$ cat src/rtl/dfr_pkg.sv
`timescale 1ns / 1ps
package dfr_pkg;

  // result kinds
  localparam logic [1:0] KIND_CMD = 2'd0;
  localparam logic [1:0] KIND_PAY = 2'd1;
  localparam logic [1:0] KIND_END = 2'd2;

  // status codes
  localparam logic [1:0] ST_OK      = 2'd0;
  localparam logic [1:0] ST_MAGIC   = 2'd1;
  localparam logic [1:0] ST_LEN     = 2'd2;
  localparam logic [1:0] ST_SUM     = 2'd3;

  // header layout
  localparam logic [4:0] HDR_CMD_START = 5'd4;
  localparam logic [4:0] HDR_LEN_START = 5'd16;
  localparam logic [4:0] HDR_SUM_START = 5'd20;
  localparam logic [4:0] HDR_LAST      = 5'd23;

  // register indexes
  localparam logic REG_MAGIC = 1'b0;
  localparam logic REG_MAXLEN = 1'b1;

  localparam logic [31:0] MAXLEN_RESET = 32'd33554432;

  // block source for the compression unit
  typedef enum logic [1:0] {
    SRC_BUF,
    SRC_PAD,
    SRC_LEN,
    SRC_DIG
  } blk_src_t;

  typedef struct packed {
    logic     take;
    logic     sha_start;
    blk_src_t src;
    logic     emit_sum;
    logic     restart;
  } dfr_cmd_t;

  typedef struct packed {
    logic out_full;
    logic need_block;
    logic need_finish;
    logic rem_zero;
    logic pad_two;
    logic sha_done;
  } dfr_stat_t;

  typedef logic [31:0] word_t;

  localparam word_t SHA_IV [8] = '{
    32'h6a09e667, 32'hbb67ae85, 32'h3c6ef372, 32'ha54ff53a,
    32'h510e527f, 32'h9b05688c, 32'h1f83d9ab, 32'h5be0cd19
  };

  localparam word_t SHA_K [64] = '{
    32'h428a2f98, 32'h71374491, 32'hb5c0fbcf, 32'he9b5dba5,
    32'h3956c25b, 32'h59f111f1, 32'h923f82a4, 32'hab1c5ed5,
    32'hd807aa98, 32'h12835b01, 32'h243185be, 32'h550c7dc3,
    32'h72be5d74, 32'h80deb1fe, 32'h9bdc06a7, 32'hc19bf174,
    32'he49b69c1, 32'hefbe4786, 32'h0fc19dc6, 32'h240ca1cc,
    32'h2de92c6f, 32'h4a7484aa, 32'h5cb0a9dc, 32'h76f988da,
    32'h983e5152, 32'ha831c66d, 32'hb00327c8, 32'hbf597fc7,
    32'hc6e00bf3, 32'hd5a79147, 32'h06ca6351, 32'h14292967,
    32'h27b70a85, 32'h2e1b2138, 32'h4d2c6dfc, 32'h53380d13,
    32'h650a7354, 32'h766a0abb, 32'h81c2c92e, 32'h92722c85,
    32'ha2bfe8a1, 32'ha81a664b, 32'hc24b8b70, 32'hc76c51a3,
    32'hd192e819, 32'hd6990624, 32'hf40e3585, 32'h106aa070,
    32'h19a4c116, 32'h1e376c08, 32'h2748774c, 32'h34b0bcb5,
    32'h391c0cb3, 32'h4ed8aa4a, 32'h5b9cca4f, 32'h682e6ff3,
    32'h748f82ee, 32'h78a5636f, 32'h84c87814, 32'h8cc70208,
    32'h90befffa, 32'ha4506ceb, 32'hbef9a3f7, 32'hc67178f2
  };

endpackage

$ cat src/rtl/dfr_sha.sv
`timescale 1ns / 1ps
module dfr_sha
  import dfr_pkg::*;
(
  input  logic  clk,
  input  logic  rst,
  input  logic  start,
  input  word_t blk [16],
  input  word_t chain_in [8],
  output logic  done,
  output word_t digest [8]
);

  word_t      v [8];
  word_t      hin [8];
  word_t      w [16];
  logic [5:0] round;
  logic       busy;

  word_t s0, s1, ch, maj, t1, t2, wnew, ws0, ws1;

  // one round of the compression function
  always_comb begin
    s1   = {v[4][5:0], v[4][31:6]} ^ {v[4][10:0], v[4][31:11]} ^ {v[4][24:0], v[4][31:25]};
    ch   = (v[4] & v[5]) ^ (~v[4] & v[6]);
    t1   = v[7] + s1 + ch + SHA_K[round] + w[0];
    s0   = {v[0][1:0], v[0][31:2]} ^ {v[0][12:0], v[0][31:13]} ^ {v[0][21:0], v[0][31:22]};
    maj  = (v[0] & v[1]) ^ (v[0] & v[2]) ^ (v[1] & v[2]);
    t2   = s0 + maj;
    ws0  = {w[1][6:0], w[1][31:7]} ^ {w[1][17:0], w[1][31:18]} ^ (w[1] >> 3);
    ws1  = {w[14][16:0], w[14][31:17]} ^ {w[14][18:0], w[14][31:19]} ^ (w[14] >> 10);
    wnew = ws1 + w[9] + ws0 + w[0];
  end

  // round control
  always_ff @(posedge clk) begin
    if (rst) begin
      busy  <= 1'b0;
      done  <= 1'b0;
      round <= '0;
    end else begin
      done <= busy && (round == 6'd63);
      if (start) begin
        busy  <= 1'b1;
        round <= '0;
      end else if (busy) begin
        round <= round + 6'd1;
        if (round == 6'd63) begin
          busy <= 1'b0;
        end
      end
    end
  end

  // working variables and message schedule
  always_ff @(posedge clk) begin
    if (start) begin
      v   <= chain_in;
      hin <= chain_in;
      w   <= blk;
    end else if (busy) begin
      v[0] <= t1 + t2;
      v[1] <= v[0];
      v[2] <= v[1];
      v[3] <= v[2];
      v[4] <= v[3] + t1;
      v[5] <= v[4];
      v[6] <= v[5];
      v[7] <= v[6];
      for (int j = 0; j < 15; j++) begin
        w[j] <= w[j+1];
      end
      w[15] <= wnew;
    end
  end

  // feed forward
  always_comb begin
    for (int j = 0; j < 8; j++) begin
      digest[j] = hin[j] + v[j];
    end
  end

endmodule

$ cat src/rtl/dfr_datapath.sv
`timescale 1ns / 1ps
module dfr_datapath
  import dfr_pkg::*;
(
  input  logic        clk,
  input  logic        rst,
  input  dfr_cmd_t    cmd,
  output dfr_stat_t   stat,
  input  logic [7:0]  in_byte,
  input  logic        psel,
  input  logic        penable,
  input  logic        pwrite,
  input  logic [2:0]  paddr,
  input  logic [31:0] pwdata,
  output logic [31:0] prdata,
  output logic        out_valid,
  input  logic        out_ready,
  output logic [1:0]  out_kind,
  output logic [7:0]  out_byte,
  output logic [1:0]  status,
  output logic        is_last
);

  logic [31:0] network_magic;
  logic [31:0] max_payload_len;
  logic        phase;
  logic [4:0]  header_count;
  logic        magic_mismatch;
  logic        command_ended;
  logic [31:0] payload_remaining;
  logic [31:0] expected_checksum;
  word_t       hash_chain [8];
  word_t       block_buffer [16];
  logic [31:0] byte_count;
  logic        sum_ok;

  word_t       blk [16];
  word_t       chain_sel [8];
  word_t       digest [8];
  logic        sha_done;
  logic [5:0]  pos;
  logic [1:0]  lane;
  logic [7:0]  pb;
  logic        mm_next;
  logic [31:0] len_full;
  word_t       len_hi, len_lo;

  assign pos    = byte_count[5:0];
  assign lane   = ~pos[1:0];
  assign len_hi = {29'd0, byte_count[31:29]};
  assign len_lo = {byte_count[28:0], 3'd0};

  assign mm_next  = magic_mismatch ||
                    (in_byte != network_magic[{header_count[1:0], 3'd0} +: 8]);
  assign len_full = {in_byte, payload_remaining[23:0]};

  // status toward the controller
  always_comb begin
    stat.out_full    = out_valid;
    stat.need_block  = phase && (pos == 6'd63);
    stat.need_finish = phase ? (payload_remaining == 32'd1)
                             : ((header_count == HDR_LAST) && (payload_remaining == 32'd0));
    stat.rem_zero    = (payload_remaining == 32'd0);
    stat.pad_two     = (pos >= 6'd56);
    stat.sha_done    = sha_done;
  end

  // configuration registers
  always_ff @(posedge clk) begin
    if (rst) begin
      network_magic   <= '0;
      max_payload_len <= MAXLEN_RESET;
    end else if (psel && penable && pwrite) begin
      case (paddr[2])
        REG_MAGIC:  network_magic   <= pwdata;
        REG_MAXLEN: max_payload_len <= pwdata;
        default:    network_magic   <= network_magic;
      endcase
    end
  end

  assign prdata = (paddr[2] == REG_MAXLEN) ? max_payload_len : network_magic;

  // block for the compression unit
  always_comb begin
    pb = 8'h00;
    for (int i = 0; i < 16; i++) begin
      blk[i] = '0;
    end
    case (cmd.src)
      SRC_BUF: begin
        blk = block_buffer;
      end
      SRC_PAD: begin
        for (int q = 0; q < 64; q++) begin
          if (6'(q) < pos) begin
            pb = block_buffer[q/4][(3 - q%4)*8 +: 8];
          end else if (6'(q) == pos) begin
            pb = 8'h80;
          end else begin
            pb = 8'h00;
          end
          blk[q/4][(3 - q%4)*8 +: 8] = pb;
        end
        if (pos < 6'd56) begin
          blk[14] = len_hi;
          blk[15] = len_lo;
        end
      end
      SRC_LEN: begin
        blk[14] = len_hi;
        blk[15] = len_lo;
      end
      SRC_DIG: begin
        for (int i = 0; i < 8; i++) begin
          blk[i] = hash_chain[i];
        end
        blk[8]  = 32'h80000000;
        blk[15] = 32'd256;
      end
      default: begin
        blk = block_buffer;
      end
    endcase
  end

  // chaining value for the compression unit
  always_comb begin
    for (int i = 0; i < 8; i++) begin
      chain_sel[i] = (cmd.src == SRC_DIG) ? SHA_IV[i] : hash_chain[i];
    end
  end

  dfr_sha u_sha (
    .clk      (clk),
    .rst      (rst),
    .start    (cmd.sha_start),
    .blk      (blk),
    .chain_in (chain_sel),
    .done     (sha_done),
    .digest   (digest)
  );

  // partial block buffer, no reset
  always_ff @(posedge clk) begin
    if (cmd.take && phase) begin
      block_buffer[pos[5:2]][{lane, 3'd0} +: 8] <= in_byte;
    end
  end

  // hash chain and byte count
  always_ff @(posedge clk) begin
    if (rst) begin
      hash_chain <= SHA_IV;
      byte_count <= '0;
      sum_ok     <= 1'b0;
    end else begin
      if (cmd.take && !phase && (header_count == HDR_LAST)) begin
        hash_chain <= SHA_IV;
        byte_count <= '0;
      end else if (cmd.take && phase) begin
        byte_count <= byte_count + 32'd1;
      end
      if (sha_done && (cmd.src != SRC_DIG)) begin
        hash_chain <= digest;
      end
      if (sha_done && (cmd.src == SRC_DIG)) begin
        sum_ok <= (digest[0] == expected_checksum);
      end
    end
  end

  // header parser and output register
  always_ff @(posedge clk) begin
    if (rst) begin
      phase             <= 1'b0;
      header_count      <= '0;
      magic_mismatch    <= 1'b0;
      command_ended     <= 1'b0;
      payload_remaining <= '0;
      expected_checksum <= '0;
      out_valid         <= 1'b0;
      out_kind          <= KIND_CMD;
      out_byte          <= '0;
      status            <= ST_OK;
      is_last           <= 1'b0;
    end else begin
      if (out_valid && out_ready) begin
        out_valid <= 1'b0;
      end
      if (cmd.emit_sum) begin
        out_valid <= 1'b1;
        out_kind  <= KIND_END;
        out_byte  <= '0;
        status    <= sum_ok ? ST_OK : ST_SUM;
        is_last   <= 1'b1;
      end
      if (cmd.restart) begin
        phase          <= 1'b0;
        header_count   <= '0;
        magic_mismatch <= 1'b0;
        command_ended  <= 1'b0;
      end
      if (cmd.take) begin
        if (phase) begin
          out_valid         <= 1'b1;
          out_kind          <= KIND_PAY;
          out_byte          <= in_byte;
          status            <= ST_OK;
          is_last           <= 1'b0;
          payload_remaining <= payload_remaining - 32'd1;
        end else if (header_count < HDR_CMD_START) begin
          // magic bytes
          if ((header_count == HDR_CMD_START - 5'd1) && mm_next) begin
            out_valid      <= 1'b1;
            out_kind       <= KIND_END;
            out_byte       <= '0;
            status         <= ST_MAGIC;
            is_last        <= 1'b1;
            header_count   <= '0;
            magic_mismatch <= 1'b0;
            command_ended  <= 1'b0;
          end else begin
            magic_mismatch <= mm_next;
            header_count   <= header_count + 5'd1;
          end
        end else if (header_count < HDR_LEN_START) begin
          // command bytes up to the first zero
          if (in_byte == 8'd0) begin
            command_ended <= 1'b1;
          end else if (!command_ended) begin
            out_valid <= 1'b1;
            out_kind  <= KIND_CMD;
            out_byte  <= in_byte;
            status    <= ST_OK;
            is_last   <= 1'b0;
          end
          header_count <= header_count + 5'd1;
        end else if (header_count < HDR_SUM_START) begin
          // little-endian length
          if (header_count == HDR_LEN_START) begin
            payload_remaining <= {24'd0, in_byte};
          end else begin
            payload_remaining[{header_count[1:0], 3'd0} +: 8] <= in_byte;
          end
          if ((header_count == HDR_SUM_START - 5'd1) && (len_full > max_payload_len)) begin
            out_valid      <= 1'b1;
            out_kind       <= KIND_END;
            out_byte       <= '0;
            status         <= ST_LEN;
            is_last        <= 1'b1;
            header_count   <= '0;
            magic_mismatch <= 1'b0;
            command_ended  <= 1'b0;
          end else begin
            header_count <= header_count + 5'd1;
          end
        end else begin
          // checksum bytes, first byte most significant
          if (header_count == HDR_SUM_START) begin
            expected_checksum <= {in_byte, 24'd0};
          end else begin
            expected_checksum[{~header_count[1:0], 3'd0} +: 8] <= in_byte;
          end
          if (header_count == HDR_LAST) begin
            header_count <= '0;
            phase        <= (payload_remaining != 32'd0);
          end else begin
            header_count <= header_count + 5'd1;
          end
        end
      end
    end
  end

endmodule

$ cat src/rtl/dfr_ctrl.sv
`timescale 1ns / 1ps
module dfr_ctrl
  import dfr_pkg::*;
(
  input  logic      clk,
  input  logic      rst,
  input  logic      in_valid,
  output logic      in_ready,
  input  dfr_stat_t stat,
  output dfr_cmd_t  cmd
);

  typedef enum logic [3:0] {
    S_IDLE,
    S_BLK_GO,
    S_BLK_WAIT,
    S_PAD_GO,
    S_PAD_WAIT,
    S_LEN_GO,
    S_LEN_WAIT,
    S_DIG_GO,
    S_DIG_WAIT,
    S_EMIT
  } state_t;

  state_t state, state_next;

  assign in_ready = (state == S_IDLE) && !stat.out_full;

  // commands and next state
  always_comb begin
    state_next    = state;
    cmd.take      = 1'b0;
    cmd.sha_start = 1'b0;
    cmd.src       = SRC_BUF;
    cmd.emit_sum  = 1'b0;
    cmd.restart   = 1'b0;
    case (state)
      S_IDLE: begin
        if (in_valid && in_ready) begin
          cmd.take = 1'b1;
          if (stat.need_block) begin
            state_next = S_BLK_GO;
          end else if (stat.need_finish) begin
            state_next = S_PAD_GO;
          end
        end
      end
      S_BLK_GO: begin
        cmd.sha_start = 1'b1;
        state_next    = S_BLK_WAIT;
      end
      S_BLK_WAIT: begin
        if (stat.sha_done) begin
          state_next = stat.rem_zero ? S_PAD_GO : S_IDLE;
        end
      end
      S_PAD_GO: begin
        cmd.src       = SRC_PAD;
        cmd.sha_start = 1'b1;
        state_next    = S_PAD_WAIT;
      end
      S_PAD_WAIT: begin
        cmd.src = SRC_PAD;
        if (stat.sha_done) begin
          state_next = stat.pad_two ? S_LEN_GO : S_DIG_GO;
        end
      end
      S_LEN_GO: begin
        cmd.src       = SRC_LEN;
        cmd.sha_start = 1'b1;
        state_next    = S_LEN_WAIT;
      end
      S_LEN_WAIT: begin
        cmd.src = SRC_LEN;
        if (stat.sha_done) begin
          state_next = S_DIG_GO;
        end
      end
      S_DIG_GO: begin
        cmd.src       = SRC_DIG;
        cmd.sha_start = 1'b1;
        state_next    = S_DIG_WAIT;
      end
      S_DIG_WAIT: begin
        cmd.src = SRC_DIG;
        if (stat.sha_done) begin
          state_next = S_EMIT;
        end
      end
      S_EMIT: begin
        if (!stat.out_full) begin
          cmd.emit_sum = 1'b1;
          cmd.restart  = 1'b1;
          state_next   = S_IDLE;
        end
      end
      default: begin
        state_next = S_IDLE;
      end
    endcase
  end

  // state register
  always_ff @(posedge clk) begin
    if (rst) begin
      state <= S_IDLE;
    end else begin
      state <= state_next;
    end
  end

endmodule

$ cat src/rtl/p2p_message_deframer_top.sv
`timescale 1ns / 1ps
// p2p message deframer
// input channel: one stream byte per transaction (in_valid/in_ready, in_byte)
// output channel: out_kind/out_byte/status/is_last per transaction
//   command bytes up to the first zero, then payload bytes, then one
//   end item with status (ok, bad magic, length too large, bad checksum)
// payload bytes leave before the checksum is known; drop on a bad status
// apb port: 0x0 network_magic, 0x4 max_payload_len, both readable
// output: the result of a taken byte is registered and shows in the next cycle
// input: a byte is taken only once the output register is empty, so a byte with
//   a result holds off the next until it is accepted, a header byte with none
//   does not; every 64th payload byte starts a sha-256 compression on the
//   shared round unit (one round per cycle), and no byte is taken until it ends
// message end: 2 or 3 compressions before the status item, set by the
//   payload padding and the second hash
// reset: synchronous, returns to header hunting with default registers
// receiver stall: the output register holds; no new byte is taken
module p2p_message_deframer_top
  import dfr_pkg::*;
(
  input  logic        clk,
  input  logic        rst,
  input  logic        in_valid,
  output logic        in_ready,
  input  logic [7:0]  in_byte,
  output logic        out_valid,
  input  logic        out_ready,
  output logic [1:0]  out_kind,
  output logic [7:0]  out_byte,
  output logic [1:0]  status,
  output logic        is_last,
  input  logic        psel,
  input  logic        penable,
  input  logic        pwrite,
  input  logic [2:0]  paddr,
  input  logic [31:0] pwdata,
  output logic [31:0] prdata,
  output logic        pready
);

  dfr_cmd_t  cmd;
  dfr_stat_t stat;

  assign pready = 1'b1;

  dfr_ctrl u_ctrl (
    .clk      (clk),
    .rst      (rst),
    .in_valid (in_valid),
    .in_ready (in_ready),
    .stat     (stat),
    .cmd      (cmd)
  );

  dfr_datapath u_dp (
    .clk       (clk),
    .rst       (rst),
    .cmd       (cmd),
    .stat      (stat),
    .in_byte   (in_byte),
    .psel      (psel),
    .penable   (penable),
    .pwrite    (pwrite),
    .paddr     (paddr),
    .pwdata    (pwdata),
    .prdata    (prdata),
    .out_valid (out_valid),
    .out_ready (out_ready),
    .out_kind  (out_kind),
    .out_byte  (out_byte),
    .status    (status),
    .is_last   (is_last)
  );

endmodule

$ cat config.mk
export PLATFORM = sky130hd
export DESIGN_NAME = p2p_message_deframer_top
export DESIGN_NICKNAME = d
export VERILOG_FILES = /design/src/rtl/dfr_pkg.sv /design/src/rtl/dfr_sha.sv /design/src/rtl/dfr_datapath.sv /design/src/rtl/dfr_ctrl.sv /design/src/rtl/p2p_message_deframer_top.sv
export SDC_FILE = /design/constraint.sdc
export NUM_CORES = 2
export LEC_CHECK = 0
export BUFFER_PORTS_ARGS = -buffer_cell sky130_fd_sc_hd__clkbuf_2
export CORE_MARGIN = 2
export CORE_UTILIZATION = 38
export DETAILED_ROUTE_END_ITERATION = 16
export PLACE_DENSITY_LB_ADDON = 0.2
export SYNTH_ARGS = -nofsm -noshare
export SYNTH_HDL_FRONTEND = slang
export SYNTH_SLANG_ARGS = --single-unit
$ cat constraint.sdc
create_clock -name clk -period 47.7 [get_ports clk]
set_clock_uncertainty 0.05 [all_clocks]
set_input_delay 7.155 -clock clk [delete_from_list [all_inputs] [get_ports clk]]
set_output_delay 7.155 -clock clk [all_outputs]
set_load 0.01 [all_outputs]
==> reports/qor.txt <==
status -> completed
number of global-route vias before repair -> 78733
Post-Syn Nets -> 10622
H-Tree Depth -> 4
Post-Syn Instances -> 9937
slowest stage delay, CP -> 680 ps
die area -> 0.2862 mm²
Top Usage Layer GRT -> met2
YS warnings -> 0
Tot GR Track Use -> 0.2801
Synth area leader -> edfxtp_1
Num CTS Buffers -> 223
clock root cell -> clkbuf_16
Design Area, Final -> 0.1194 mm²
pin count of the biggest net entering global routing -> 166
first drt pass iteration count -> 8
DRC viols -> 0
register area share after synthesis -> 0.5148
Hold Path Class -> reg2reg
most common cell after layout, fill and taps aside -> edfxtp_1
hold_buf cts -> 0
Worst-path clk slew -> 60 ps
Die X -> 535.0 µm
initial antenna violation count -> 41
Via density -> 5.895
starting density of the core -> 0.3828
clock network latency to the later pin of the worst-skew pair -> 940 ps
HPWL after DPL -> 297.1 mm
Cell variety after synth -> 100
CP startpoint kind -> primary input
Synth async-reset ratio -> 0
total number of vias -> 81364
endpoint class of the critical path -> primary output
Die Y -> 535.0 µm
layout cells sized above 1 -> 0.1104
EDFF count, synth -> 1536
Fin. Hold Viols -> 0
Worst slew margin -> 0.01537
setup bufs post-CTS -> 0
met2 GRT Util -> 0.4461
DP Area -> 0.1117 mm²
Max Freq -> 63.98 MHz
GPL Wtd Cong -> 0.9607
Post-CTS Resized -> 0
Max Cap Violations -> 0
GRT overflow -> 0
Worst path most repeated cell -> clkbuf_2
met3 usage -> 0.04766
commonest cells after routing, fill and taps aside -> edfxtp_1, nand2_1, o21ai_0, a21oi_1, nor2_1
setup_tns -> 0 ps
first-pass GRT wire length -> 579.6 mm
fin. max-slew vios -> 0
Tcrit/Tclk final -> 0.3277
post-synthesis area per instance -> 10.78 µm²
crit-path cells -> clkbuf_2 > mux2_2 > clkbuf_2
CORE AREA -> 0.2799 mm²
drt first-iter violations -> 9397
CP max stage cell -> clkbuf_2
final wirelength -> 411.4 mm
Slew @ Worst Pin -> 1472 ps
synthesized area -> 0.1071 mm²
#FFs+latches synth -> 1987
Setup-failing EPs final -> 0
min Tclk post-route -> 15630 ps
Filler Cells Inserted -> 26305
ys flop type -> edfxtp_1
# clock sinks -> 1987
ranking of synthesized cells by area -> edfxtp_1, dfxtp_1, ha_1, fa_1, nand2_1
GR Util met1 -> 0.3675
io pins -> 98
Req. time, crit path -> 40490 ps
Port Buffers -> 94
routed len/inst -> 29.80 µm
CTS tree -> done
fin nets -> 10571
RSZ-0062 raised after global routing -> no
CTS Buffer Depth -> 4
Crit path arrival time -> 8430 ps
Crit Path Category -> in2out
Synth top area share -> 0.4305
peak fanout along the critical path -> 35
Routed Antenna Nets -> 0
# rows -> 194
P&R area growth vs syn -> 11.46%
-- worst paths after layout --
kind | startpoint | endpoint | slack (ps) | depth (start not counted)
worst max-delay path | paddr[2] | prdata[17] | 32070 | 3
worst min-delay path | u_dp.payload_remaining[27]$_SDFFE_PP0P_ | u_dp.payload_remaining[27]$_SDFFE_PP0P_ | 410 | 2
worst max register to register | u_dp.u_sha.round[0]$_SDFFE_PP0P_ | u_dp.u_sha.v[255]$_DFFE_PP_ | 37360 | 31
worst min register to register | u_dp.payload_remaining[27]$_SDFFE_PP0P_ | u_dp.payload_remaining[27]$_SDFFE_PP0P_ | 410 | 2
-- synthesized netlist by cell type (46+ instances only) --
library cell / instances
edfxtp_1: 1536
nand2_1: 999
o21ai_0: 685
a21oi_1: 669
nor2_1: 635
clkbuf_1: 468
inv_1: 463
dfxtp_1: 451
ha_1: 440
xnor2_1: 403
a22oi_1: 299
mux2_2: 261
xor2_1: 248
a21o_1: 211
fa_1: 195
nand3_1: 188
and2_1: 178
a22o_1: 176
nor3_1: 166
or2_2: 151
nand2b_1: 82
o22ai_1: 60
buf_1: 58
a31oi_1: 57
and3_1: 52
nand4_1: 51
o21bai_1: 51
a211oi_1: 49
a221oi_1: 49
o21a_1: 48
o211ai_1: 46
-- cell type report --
cell class	count	area, µm²	share of cell area
sequential	1987	55160	0.4619
multi-input combinational	6946	48360	0.4050
clock buffer	284	6135	0.05137
tap	3724	4659	0.03902
inverter	469	1770	0.01483
timing repair buffer	259	1769	0.01482
clock inverter	122	1531	0.01283
antenna	12	30.03	0.0002515
-- per-layer routing --
| layer | up-vias | wire (µm) |
|---|---|---|
| li1 | 36040 | - |
| met1 | 40757 | 167200 |
| met2 | 3751 | 187100 |
| met3 | 798 | 33380 |
| met4 | 18 | 23590 |
| met5 | - | 120 |
-- cells by family (layout without fill, tap and decap cells) --
group,count (synthesis),in the layout,synth area share
compound gates,2678,2678,0.1600
buf+inv,1004,1134,0.03531
fa+ha+maj,657,657,0.08988
mux,286,286,0.03129
xor+xnor,656,656,0.05427
other cells,1,13,0.00003500
simple gates,2668,2668,0.1144
flops,1987,1987,0.5148
-- worst max-delay path: cells and delay by family --
kind	cells	cell delay, ps
buffers and inverters	2	820
muxes	1	440
-- sequential cells by signal, indices dropped and copies added, names as in the netlist --
| register | flops |
|---|---|
| u_ctrl.state | 4 |
| u_dp.block_buffer | 512 |
| u_dp.byte_count | 32 |
| u_dp.command_ended | 1 |
| u_dp.expected_checksum | 32 |
| u_dp.hash_chain | 256 |
| u_dp.header_count | 5 |
| u_dp.is_last | 1 |
| u_dp.magic_mismatch | 1 |
| u_dp.max_payload_len | 32 |
| u_dp.network_magic | 32 |
| u_dp.out_byte | 8 |
| u_dp.out_kind | 2 |
| u_dp.out_valid | 1 |
| u_dp.payload_remaining | 32 |
| u_dp.phase | 1 |
| u_dp.status | 2 |
| u_dp.sum_ok | 1 |
| u_dp.u_sha.busy | 1 |
| u_dp.u_sha.done | 1 |
| u_dp.u_sha.hin | 256 |
| u_dp.u_sha.round | 6 |
| u_dp.u_sha.v | 256 |
| u_dp.u_sha.w | 512 |
-- stage by stage --
step           hold WS [ps]  setup slack [ps]  utilization  instances
3_3_place_gp          398.9             32090       0.3992      13385
2_1_floorplan         382.4             27590            -       9937
3_5_place_dp          407.7             32090       0.3992      13385
6_report              411.3             32070       0.4267      13803
5_1_grt               437.3             32010       0.4266      13795
4_1_cts               414.5             32090       0.4266      13791
Power is left out: the tool's default activity adds up to more than one toggle a clock period on the data nets, which glitch-free logic cannot reach.
